**config.mk**
```make
export PLATFORM = sky130hd
export DESIGN_NAME = mecanum_wheel_drive_ramp_core
export DESIGN_NICKNAME = d
export VERILOG_FILES = /design/src/mwd_pkg.sv /design/src/mwd_kin.sv /design/src/mwd_wheel.sv /design/src/mecanum_wheel_drive_ramp_core.sv
export SDC_FILE = /design/constraint.sdc
export NUM_CORES = 2
export LEC_CHECK = 0
export BUFFER_PORTS_ARGS = -buffer_cell sky130_fd_sc_hd__buf_2
export CELL_PAD_IN_SITES_DETAIL_PLACEMENT = 1
export CELL_PAD_IN_SITES_GLOBAL_PLACEMENT = 2
export CORE_MARGIN = 2
export CORE_UTILIZATION = 41
export CTS_BUF_LIST = sky130_fd_sc_hd__clkbuf_8
export DETAILED_ROUTE_END_ITERATION = 8
export PLACE_DENSITY_LB_ADDON = 0.1
export SETUP_SLACK_MARGIN = 0.2
export SLEW_MARGIN = 10
export SYNTH_ARGS = -nofsm -noshare
export SYNTH_HDL_FRONTEND = slang
export SYNTH_HIERARCHICAL = 1
export SYNTH_SLANG_ARGS = --single-unit
```
**constraint.sdc**
```tcl
create_clock -name aclk -period 11.93 [get_ports aclk]
set_input_delay 1.7895 -clock aclk [delete_from_list [all_inputs] [get_ports aclk]]
set_output_delay 1.7895 -clock aclk [all_outputs]
set_load 0.01 [all_outputs]
```
**src/mwd_pkg.sv**
```systemverilog
`default_nettype none

package mwd_pkg;

    // Fixed point and clamp settings of the duty path.
    localparam int DUTY_LIMIT          = 100;
    localparam int SCALE_FRACTION_BITS = 15;
    localparam int WHEELS              = 4;

    // Rounding constant for the scaled product (half an output step).
    localparam logic [23:0] ROUND_HALF = 24'(1) << (SCALE_FRACTION_BITS - 1);

    // Configuration register indexes.
    localparam int CFG_INDEX_W = 3;
    localparam logic [CFG_INDEX_W-1:0] REG_RAMP_STEP   = 3'd0;
    localparam logic [CFG_INDEX_W-1:0] REG_FL_SCALES   = 3'd1;
    localparam logic [CFG_INDEX_W-1:0] REG_FR_SCALES   = 3'd2;
    localparam logic [CFG_INDEX_W-1:0] REG_RL_SCALES   = 3'd3;
    localparam logic [CFG_INDEX_W-1:0] REG_RR_SCALES   = 3'd4;

    // Reset values of the configuration registers.
    localparam logic [6:0]  RAMP_STEP_RESET = 7'd2;
    localparam logic [31:0] LEFT_SCALES_RESET  = 32'h7333_8000;
    localparam logic [31:0] RIGHT_SCALES_RESET = 32'h799A_799A;

    // Wheel order in every vector: front left, front right, rear left, rear right.
    localparam int WHEEL_FL = 0;
    localparam int WHEEL_FR = 1;
    localparam int WHEEL_RL = 2;
    localparam int WHEEL_RR = 3;

    typedef enum logic [1:0] {
        OP_MOVE  = 2'd0,
        OP_TICK  = 2'd1,
        OP_STOP  = 2'd2,
        OP_BRAKE = 2'd3
    } op_t;

    typedef logic signed [7:0] speed_t;
    typedef speed_t [WHEELS-1:0] wheel_vec_t;

    typedef struct packed {
        op_t               operation;
        logic signed [7:0] forward_speed;
        logic signed [7:0] side_speed;
        logic signed [7:0] turn_rate;
    } in_item_t;

    typedef struct packed {
        logic signed [7:0] front_left_duty;
        logic signed [7:0] front_right_duty;
        logic signed [7:0] rear_left_duty;
        logic signed [7:0] rear_right_duty;
    } out_item_t;

endpackage

`default_nettype wire

```
**src/mwd_kin.sv**
```systemverilog
`default_nettype none

module mwd_kin (
    input  logic signed [7:0] forward_speed,
    input  logic signed [7:0] side_speed,
    input  logic signed [7:0] turn_rate,
    output mwd_pkg::wheel_vec_t targets
);
    import mwd_pkg::*;

    // Clamp a kinematic sum to the duty range.
    function automatic speed_t clamp_duty(input logic signed [9:0] v);
        speed_t r;
        if (v > 10'sd0 + 10'(DUTY_LIMIT)) begin
            r = speed_t'(DUTY_LIMIT);
        end else if (v < -(10'sd0 + 10'(DUTY_LIMIT))) begin
            r = speed_t'(-DUTY_LIMIT);
        end else begin
            r = v[7:0];
        end
        return r;
    endfunction

    logic signed [9:0] vx;
    logic signed [9:0] vy;
    logic signed [9:0] w;

    always_comb begin
        vx = {{2{forward_speed[7]}}, forward_speed};
        vy = {{2{side_speed[7]}}, side_speed};
        w  = {{2{turn_rate[7]}}, turn_rate};
        targets[WHEEL_FL] = clamp_duty(vx + vy - w);
        targets[WHEEL_FR] = clamp_duty(vx - vy + w);
        targets[WHEEL_RL] = clamp_duty(vx - vy - w);
        targets[WHEEL_RR] = clamp_duty(vx + vy + w);
    end

endmodule

`default_nettype wire

```
**src/mwd_wheel.sv**
```systemverilog
`default_nettype none

module mwd_wheel (
    input  logic signed [7:0] cur,
    input  logic signed [7:0] tgt,
    input  logic [6:0]        step,
    input  logic [31:0]       scales,
    input  logic              brake,
    output logic signed [7:0] next_cur,
    output logic signed [7:0] duty
);
    import mwd_pkg::*;

    logic signed [9:0] cur_ext;
    logic signed [9:0] tgt_ext;
    logic signed [9:0] step_ext;
    logic signed [9:0] up_sum;
    logic signed [9:0] dn_sum;
    logic signed [9:0] ramped;
    logic signed [7:0] spd;
    logic              neg;
    logic [15:0]       scale;
    logic [7:0]        mag;
    logic [23:0]       prod;
    logic [23:0]       rounded;
    logic [6:0]        duty_mag;
    logic [7:0]        duty_u;

    always_comb begin
        cur_ext  = {{2{cur[7]}}, cur};
        tgt_ext  = {{2{tgt[7]}}, tgt};
        step_ext = $signed({3'b000, step});
        up_sum   = cur_ext + step_ext;
        dn_sum   = cur_ext - step_ext;

        // Move toward the target by at most one step, stopping on it.
        if (cur_ext < tgt_ext) begin
            ramped = (up_sum > tgt_ext) ? tgt_ext : up_sum;
        end else if (cur_ext > tgt_ext) begin
            ramped = (dn_sum < tgt_ext) ? tgt_ext : dn_sum;
        end else begin
            ramped = cur_ext;
        end

        spd      = brake ? 8'sd0 : ramped[7:0];
        next_cur = spd;

        // Sign and magnitude scaling, rounded half away from zero.
        neg      = spd[7];
        scale    = neg ? scales[31:16] : scales[15:0];
        mag      = neg ? (~spd + 8'd1) : spd;
        prod     = {16'b0, mag} * {8'b0, scale};
        rounded  = (prod + ROUND_HALF) >> SCALE_FRACTION_BITS;
        duty_mag = (rounded > 24'(DUTY_LIMIT)) ? 7'(DUTY_LIMIT) : rounded[6:0];
        duty_u   = {1'b0, duty_mag};
        duty     = neg ? (~duty_u + 8'd1) : duty_u;
    end

endmodule

`default_nettype wire

```
**src/mecanum_wheel_drive_ramp_core.sv**
```systemverilog
// Mecanum drive controller with slew-limited wheel speeds.
//
// The input channel (s_valid, s_ready, s_data) carries commands: move sets
// four wheel targets from a body velocity, stop zeroes the targets, tick
// ramps each current wheel speed toward its target and returns the four
// scaled duties, and brake zeroes targets and speeds and returns zero duties.
// Move and stop return nothing; tick and brake return one transfer on the
// result channel (m_valid, m_ready, m_data).
// The configuration channel (cfg_valid, cfg_ready, cfg_index, cfg_data)
// writes the ramp step and the per-wheel forward/backward scales; it is
// always ready, and writes to unknown indexes are dropped.
// Each command is captured in an input register and executed from there; a
// result is registered in the output register. One command per cycle is taken
// unless a stalled result holds it; the single-stage execute path sets this rate.
// When the receiver stalls, the result is held in the output register and
// one more command can still be captured; commands without a result keep
// flowing past a held result. Reset clears targets, speeds, the pending
// command and the output, and restores the default step and scales.
`default_nettype none

module mecanum_wheel_drive_ramp_core (
    input  logic                                aclk,
    input  logic                                aresetn,
    input  logic                                s_valid,
    output logic                                s_ready,
    input  mwd_pkg::in_item_t                   s_data,
    output logic                                m_valid,
    input  logic                                m_ready,
    output mwd_pkg::out_item_t                  m_data,
    input  logic                                cfg_valid,
    output logic                                cfg_ready,
    input  logic [mwd_pkg::CFG_INDEX_W-1:0]     cfg_index,
    input  logic [31:0]                         cfg_data
);
    import mwd_pkg::*;

    // Configuration registers.
    logic [6:0]              ramp_step_reg;
    logic [WHEELS-1:0][31:0] scales_reg;

    // Input register.
    logic                    item_valid_reg;
    in_item_t                item_reg;

    // Wheel state.
    wheel_vec_t              targets_reg;
    wheel_vec_t              currents_reg;

    // Output register.
    logic                    m_valid_reg;
    out_item_t               m_data_reg;

    wheel_vec_t              move_targets;
    wheel_vec_t              next_currents;
    wheel_vec_t              duties;
    logic                    has_result;
    logic                    advance;
    logic                    brake;

    assign cfg_ready = 1'b1;

    always_ff @(posedge aclk) begin
        if (!aresetn) begin
            ramp_step_reg          <= RAMP_STEP_RESET;
            scales_reg[WHEEL_FL]   <= LEFT_SCALES_RESET;
            scales_reg[WHEEL_FR]   <= RIGHT_SCALES_RESET;
            scales_reg[WHEEL_RL]   <= LEFT_SCALES_RESET;
            scales_reg[WHEEL_RR]   <= RIGHT_SCALES_RESET;
        end else if (cfg_valid) begin
            case (cfg_index)
                REG_RAMP_STEP: ramp_step_reg        <= cfg_data[6:0];
                REG_FL_SCALES: scales_reg[WHEEL_FL] <= cfg_data;
                REG_FR_SCALES: scales_reg[WHEEL_FR] <= cfg_data;
                REG_RL_SCALES: scales_reg[WHEEL_RL] <= cfg_data;
                REG_RR_SCALES: scales_reg[WHEEL_RR] <= cfg_data;
                default: ;
            endcase
        end
    end

    // A command with a result may only execute when the output register is
    // free or being emptied in this cycle; others always execute.
    assign brake      = (item_reg.operation == OP_BRAKE);
    assign has_result = (item_reg.operation == OP_TICK) || brake;
    assign advance    = item_valid_reg && (!has_result || !m_valid_reg || m_ready);
    assign s_ready    = !item_valid_reg || advance;

    mwd_kin u_kin (
        .forward_speed (item_reg.forward_speed),
        .side_speed    (item_reg.side_speed),
        .turn_rate     (item_reg.turn_rate),
        .targets       (move_targets)
    );

    for (genvar i = 0; i < WHEELS; i++) begin : g_wheel
        mwd_wheel u_wheel (
            .cur      (currents_reg[i]),
            .tgt      (targets_reg[i]),
            .step     (ramp_step_reg),
            .scales   (scales_reg[i]),
            .brake    (brake),
            .next_cur (next_currents[i]),
            .duty     (duties[i])
        );
    end

    always_ff @(posedge aclk) begin
        if (!aresetn) begin
            item_valid_reg <= 1'b0;
        end else if (s_valid && s_ready) begin
            item_valid_reg <= 1'b1;
        end else if (advance) begin
            item_valid_reg <= 1'b0;
        end
    end

    always_ff @(posedge aclk) begin
        if (s_valid && s_ready) begin
            item_reg <= s_data;
        end
    end

    always_ff @(posedge aclk) begin
        if (!aresetn) begin
            targets_reg  <= '0;
            currents_reg <= '0;
        end else if (advance) begin
            case (item_reg.operation)
                OP_MOVE: begin
                    targets_reg <= move_targets;
                end
                OP_TICK: begin
                    currents_reg <= next_currents;
                end
                OP_STOP: begin
                    targets_reg <= '0;
                end
                OP_BRAKE: begin
                    targets_reg  <= '0;
                    currents_reg <= '0;
                end
                default: ;
            endcase
        end
    end

    always_ff @(posedge aclk) begin
        if (!aresetn) begin
            m_valid_reg <= 1'b0;
        end else if (advance && has_result) begin
            m_valid_reg <= 1'b1;
        end else if (m_ready) begin
            m_valid_reg <= 1'b0;
        end
    end

    always_ff @(posedge aclk) begin
        if (advance && has_result) begin
            m_data_reg.front_left_duty  <= duties[WHEEL_FL];
            m_data_reg.front_right_duty <= duties[WHEEL_FR];
            m_data_reg.rear_left_duty   <= duties[WHEEL_RL];
            m_data_reg.rear_right_duty  <= duties[WHEEL_RR];
        end
    end

    assign m_valid = m_valid_reg;
    assign m_data  = m_data_reg;

endmodule

`default_nettype wire

```
### Word-level counts from Yosys, hierarchy flattened

Index checks and enable logic that the tools add are counted.

* muxes and demuxes: 50
* equality and inequality tests: 7
* reduce and logical (&&, ||, !) cells: 24
* magnitude comparators: 28
* add/subtract/negate cells: 26
* $mul: 4
* bitwise gates (word level): 8

Operators by type and width (count)
* $mux W8: 32
* $pmux W32 S2: 2
* $add A24 B15 Y24 const B: 4
* $mul A8 B16 Y24: 4
* $add A8 B1 Y8 const B: 8
* $mux W16: 4
* $mux W7: 8
* $add A8 B8 Y9: 5
* $sub A8 B8 Y9: 5
* $gt A10 B8 Y1 const B: 4
* $lt A10 B8 Y1 const B: 4
* $gt A9 B7 Y1 const B: 4
* $gt A9 B8 Y1: 4
* $lt A9 B8 Y1: 4
* $gt A8 B8 Y1: 4
* $lt A8 B8 Y1: 4
* $not A7 Y8: 4
* $not A8 Y8: 4
* $add A9 B8 Y10: 2
* $sub A9 B8 Y10: 2
* $reduce_and A2 Y1: 7
* $reduce_bool A2 Y1: 4
* $eq A3 B2 Y1 const B: 2
* $eq A2 B2 Y1 const B: 2
* other kinds (10): 20

* register bits: 259
* output and inout port bits: 35
* bits of input ports: 66
* word-level logic and storage cells: 174

### Longest topological paths before layout

* word-level depth: 16
* gate-level depth with buffers: 49

### Modules after synthesis

The synthesis kept the hierarchy.

Modules (own cells, without submodules)
* mecanum_wheel_drive_ramp_core: area an instance 9459.1 µm², cells an instance 937, instances 1
* mwd_wheel (g_wheel[1].u_wheel): area an instance 6682.7 µm², cells an instance 829, instances 1
* mwd_wheel (g_wheel[2].u_wheel): area an instance 6678.9 µm², cells an instance 860, instances 1
* mwd_wheel (g_wheel[3].u_wheel): area an instance 6373.6 µm², cells an instance 790, instances 1
* mwd_wheel (g_wheel[0].u_wheel): area an instance 6248.5 µm², cells an instance 767, instances 1
* mwd_kin: area an instance 3029.2 µm², cells an instance 415, instances 1

### Least setup slack after synthesis

OpenSTA, ideal clock, no wires.

* path type: register to register
* start point: reg currents_reg[0] (netlist bit)
* end point: reg m_data_reg, in the netlist m_data[30], data pin
* data required time: 11740 ps
* path buffers: 4
* stages on the path, launching flop included: 46
* data arrival time: 10273 ps
* library setup time: 190 ps
* path slack: 1467 ps
* cells stage by stage: dfxtp_1 > inv_1 > ha_1 > fa_1 > nor2b_1 > o21ai_1 > a21boi_0 > o311a_1 > o21bai_1 > ha_1 > buf_4 > a41oi_1 > a21oi_1 > nand2_2 > or3_1 > a41oi_1 > o22a_1 > clkbuf_1 > [... 10 more ...] > inv_1 > fa_1 > inv_1 > ha_1 > a211o_1 > a211o_1 > o211ai_1 > o21ai_1 > a211o_1 > xnor2_1 > o31a_1 > nand2_1 > ha_1 > inv_1 > nor3b_1 > nand3_1 > and3_1 > a2111oi_2

RTL lines
* start: declaration: RTL line mecanum_wheel_drive_ramp_core.sv:47 `wheel_vec_t currents_reg;`
* start signal: assignment: RTL line mecanum_wheel_drive_ramp_core.sv:133 `currents_reg <= next_currents;`
* end: declaration: RTL line mecanum_wheel_drive_ramp_core.sv:51 `out_item_t m_data_reg;`

==> results.json <==
{
  "synth_edf_count": 58,
  "synth_top_area_share_pct": 18.00,
  "antenna_found_initial": 7,
  "dr_total_vias": 33020,
  "synth_top_family_by_area": "adder cells",
  "post-route-cell-area_mm2": 0.04187,
  "synthToLayoutAreaGrowth_pct": 8.823,
  "die_h_um": 310.3,
  "largest_reg_flops": 128,
  "drc_errors": 0,
  "cts_made_buffers": 53,
  "wl_per_cell_um": 20.89,
  "fin_worst_skew_ns": 0.05144,
  "ys_types": 138,
  "instances_no_fill": 5979,
  "min_path_type": "reg -> reg",
  "nets": 5520,
  "dieArea_mm2": 0.09630,
  "slowest_stage": "mux2i_1",
  "synthesis.area_mm2": 0.03847,
  "hold_end": "scales_reg[106]",
  "drt_iter0_markers": 1674,
  "holdPathStages": 2,
  "required_ns": 12.45,
  "hold_start": "scales_reg[106]",
  "setup-tns-final_ns": 0,
  "synthTopCellsByArea": "fa_1 (18%), ha_1 (14%), dfxtp_1 (10%), inv_1 (6.8%), edfxtp_1 (4.5%)",
  "coreArea_mm2": 0.09319,
  "via_per_inst": 5.523,
  "fp.dieW_um": 310.3,
  "grt_pass1_vias": 34500,
  "place.gp.congestion": 0.8546,
  "cpLargestDelayFamily": "compound AO/OA/AOI/OAI gates",
  "yosysTopAreaCell": "fa_1",
  "routed.top_layer": "met5",
  "fin_hold_ws_ns": 0.4668,
  "reg2reg_depth": 39,
  "worst-path-max-fanout": 23,
  "yosysSeqAreaShare_pct": 14.99,
  "wl_met1_um": 59640,
  "grt_usage_pct": 26.20,
  "portBuffers": 99,
  "async_flop_share_pct": 0,
  "reg2reg_to": "m_data[30]",
  "worst_slew_pin_slew_ns": 1.129,
  "place_inst": 5859,
  "drive_gt1_share_pct": 11.98,
  "synthMuxAreaShare_pct": 3.278,
  "synth_warnings": 6,
  "syn-num-nets": 5439,
  "clockRootBuffer": "clkbuf_8",
  "cp-end-kind": "flop",
  "grt_max_degree": 94,
  "cts_num_sinks": 259,
  "period_share_pct": 93.71,
  "status": "completed",
  "drv_slew": 0,
  "fmax_mhz": 89.45,
  "rows": 112,
  "critPathKind": "reg -> reg",
  "cp_common_cell": "fa_1",
  "io_pins": 101,
  "cp.buffers_inverters": 5,
  "rsz0062_at_grt": "false",
  "wl_um": 124900,
  "r2r-start": "ramp_step_reg[0]",
  "startpoint_type": "flop",
  "hpwlAfterDp_um": 100900,
  "worstPathArrival_ns": 11.70,
  "fillers": 11180,
  "yosys.area_share.simple_pct": 19.45,
  "firstDrtPassIters": 5,
  "setup_viol": 0,
  "dpl_cell_area_mm2": 0.04024,
  "clk_pin_slew_worst_paths_ns": 0.06,
  "syn-instance-count": 4598,
  "period_needed_ns": 11.18,
  "initial_core_util_pct": 41.28,
  "clkLatencyLatePin_ns": 0.75,
  "hold_viol": 0,
  "synth.avg_cell_area_um2": 8.367,
  "synthXorXnorAreaFrac_pct": 2.797,
  "synth_flop_cell": "dfxtp_1",
  "postCtsHoldBufs": 0,
  "synth-compound-area-share_pct": 17.87,
  "cpPeakStageDelay_ns": 0.75,
  "reg2reg_slack_ns": 0.75,
  "synth_seq_cells": 259,
  "synthAdderAreaFrac_pct": 31.96,
  "grt_pass1_wl_um": 197800,
  "dr_wl_met3_um": 3979,
  "cap_violations": 0,
  "clock_path_buffers": 3,
  "drtAntennaViolNets": 0,
  "cts_tree": "done",
  "grt_overflow_total": 0,
  "htreeDepth": 2,
  "dr_wl_met2_um": 58040,
  "relSlewSlack_pct": 24.30
}
## worst reg2reg max path, delay by kind of cell, from the launching register on
| kind | cells | cell delay, ns |
|---|---|---|
| fa+ha+maj | 9 | 3.45 |
| flops | 1 | 0.33 |
| compound gates | 14 | 3.71 |
| mux | 3 | 1.38 |
| xor+xnor | 1 | 0.21 |
| simple gates | 7 | 1.17 |
| buf+inv | 5 | 0.74 |
## worst max-delay path by stage
| stage | from | to | slack [ns] | cells past startpoint |
|---|---|---|---|---|
| 3_5_place_dp | ramp_step_reg[4] | m_data[22] | 0.18 | 38 |
| 3_3_place_gp | ramp_step_reg[4] | m_data[20] | 0.14 | 37 |
| 6_report | ramp_step_reg[0] | m_data[30] | 0.75 | 39 |
| 4_1_cts | ramp_step_reg[0] | m_data[30] | 0.25 | 41 |
| 5_1_grt | currents_reg[24] | m_data[6] | 0.21 | 43 |
| 2_1_floorplan | currents_reg[0] | m_data[30] | 1.47 | 45 |
## what timing repair did
item	CTS	global route
gates cloned	0	0
setup endpoints to repair	3	9
resized for setup	3	37
pin swaps	0	7
buffers inserted	0	18
## layer usage
layer / global-route usage [%] / up-vias
met5: 0 / -
met4: 7.055 / 8
met3: 3.331 / 172
met2: 43.80 / 490
met1: 35.57 / 16560
li1: - / 15790
## cell usage in the layout (no fill, tap or decap), types with 110 or more instances in the layout
cell     count
ha_1       429
a21oi_1    170
inv_1      708
fa_1       346
dfxtp_1    201
nand3_1    138
nand2_1    351
buf_4      110
nor2_1     462
o21ai_0    172
## per-stage QoR
step	setup slack [ns]	util (%)
after floorplan	1.467	-
after detailed placement	0.1761	43.18
final	0.7505	44.93
after CTS	0.2523	44.57
after global routing	0.2102	44.93
after global placement	0.1368	43.18
## cell usage after synthesis (32+ instances only)
| cell | instances |
|---|---|
| inv_1 | 696 |
| nor2_1 | 464 |
| ha_1 | 429 |
| nand2_1 | 351 |
| fa_1 | 346 |
| dfxtp_1 | 201 |
| o21ai_0 | 174 |
| a21oi_1 | 172 |
| nand3_1 | 138 |
| nor3_1 | 79 |
| mux2i_1 | 72 |
| xnor2_1 | 70 |
| clkbuf_1 | 67 |
| or2_2 | 66 |
| buf_2 | 60 |
| a21boi_1 | 59 |
| o211ai_1 | 59 |
| edfxtp_1 | 58 |
| a21boi_0 | 54 |
| a211oi_1 | 46 |
| xor2_1 | 38 |
| and2_1 | 36 |
| nand4b_1 | 36 |
| nor2b_1 | 36 |
| nand2b_1 | 34 |
| a21o_1 | 33 |
| or2_1 | 32 |
| or3_1 | 32 |
## cells by family after synthesis
logic type               count (synthesis)
other                                    1
buffers and inverters                  891
adder cells (fa/ha/maj)                775
XOR/XNOR                               116
AO/OA/AOI/OAI                          946
multiplexers                           111
flip-flops                             259
AND/OR/NAND/NOR                       1499
## final cells by class
type | instances | area [um^2] | share of cell area, %
Inverter | 704 | 2645 | 6.318
Timing Repair Buffer | 213 | 1403 | 3.350
Multi-Input combinational cell | 3448 | 29210 | 69.77
Clock buffer | 66 | 908.4 | 2.170
Tap cell | 1254 | 1569 | 3.748
Clock inverter | 33 | 359.1 | 0.8577
Sequential cell | 259 | 5766 | 13.77
Antenna cell | 2 | 5.005 | 0.01195
Power is not shown: default switching activity piles up to over one toggle a cycle in this logic, so the estimate is an artifact.
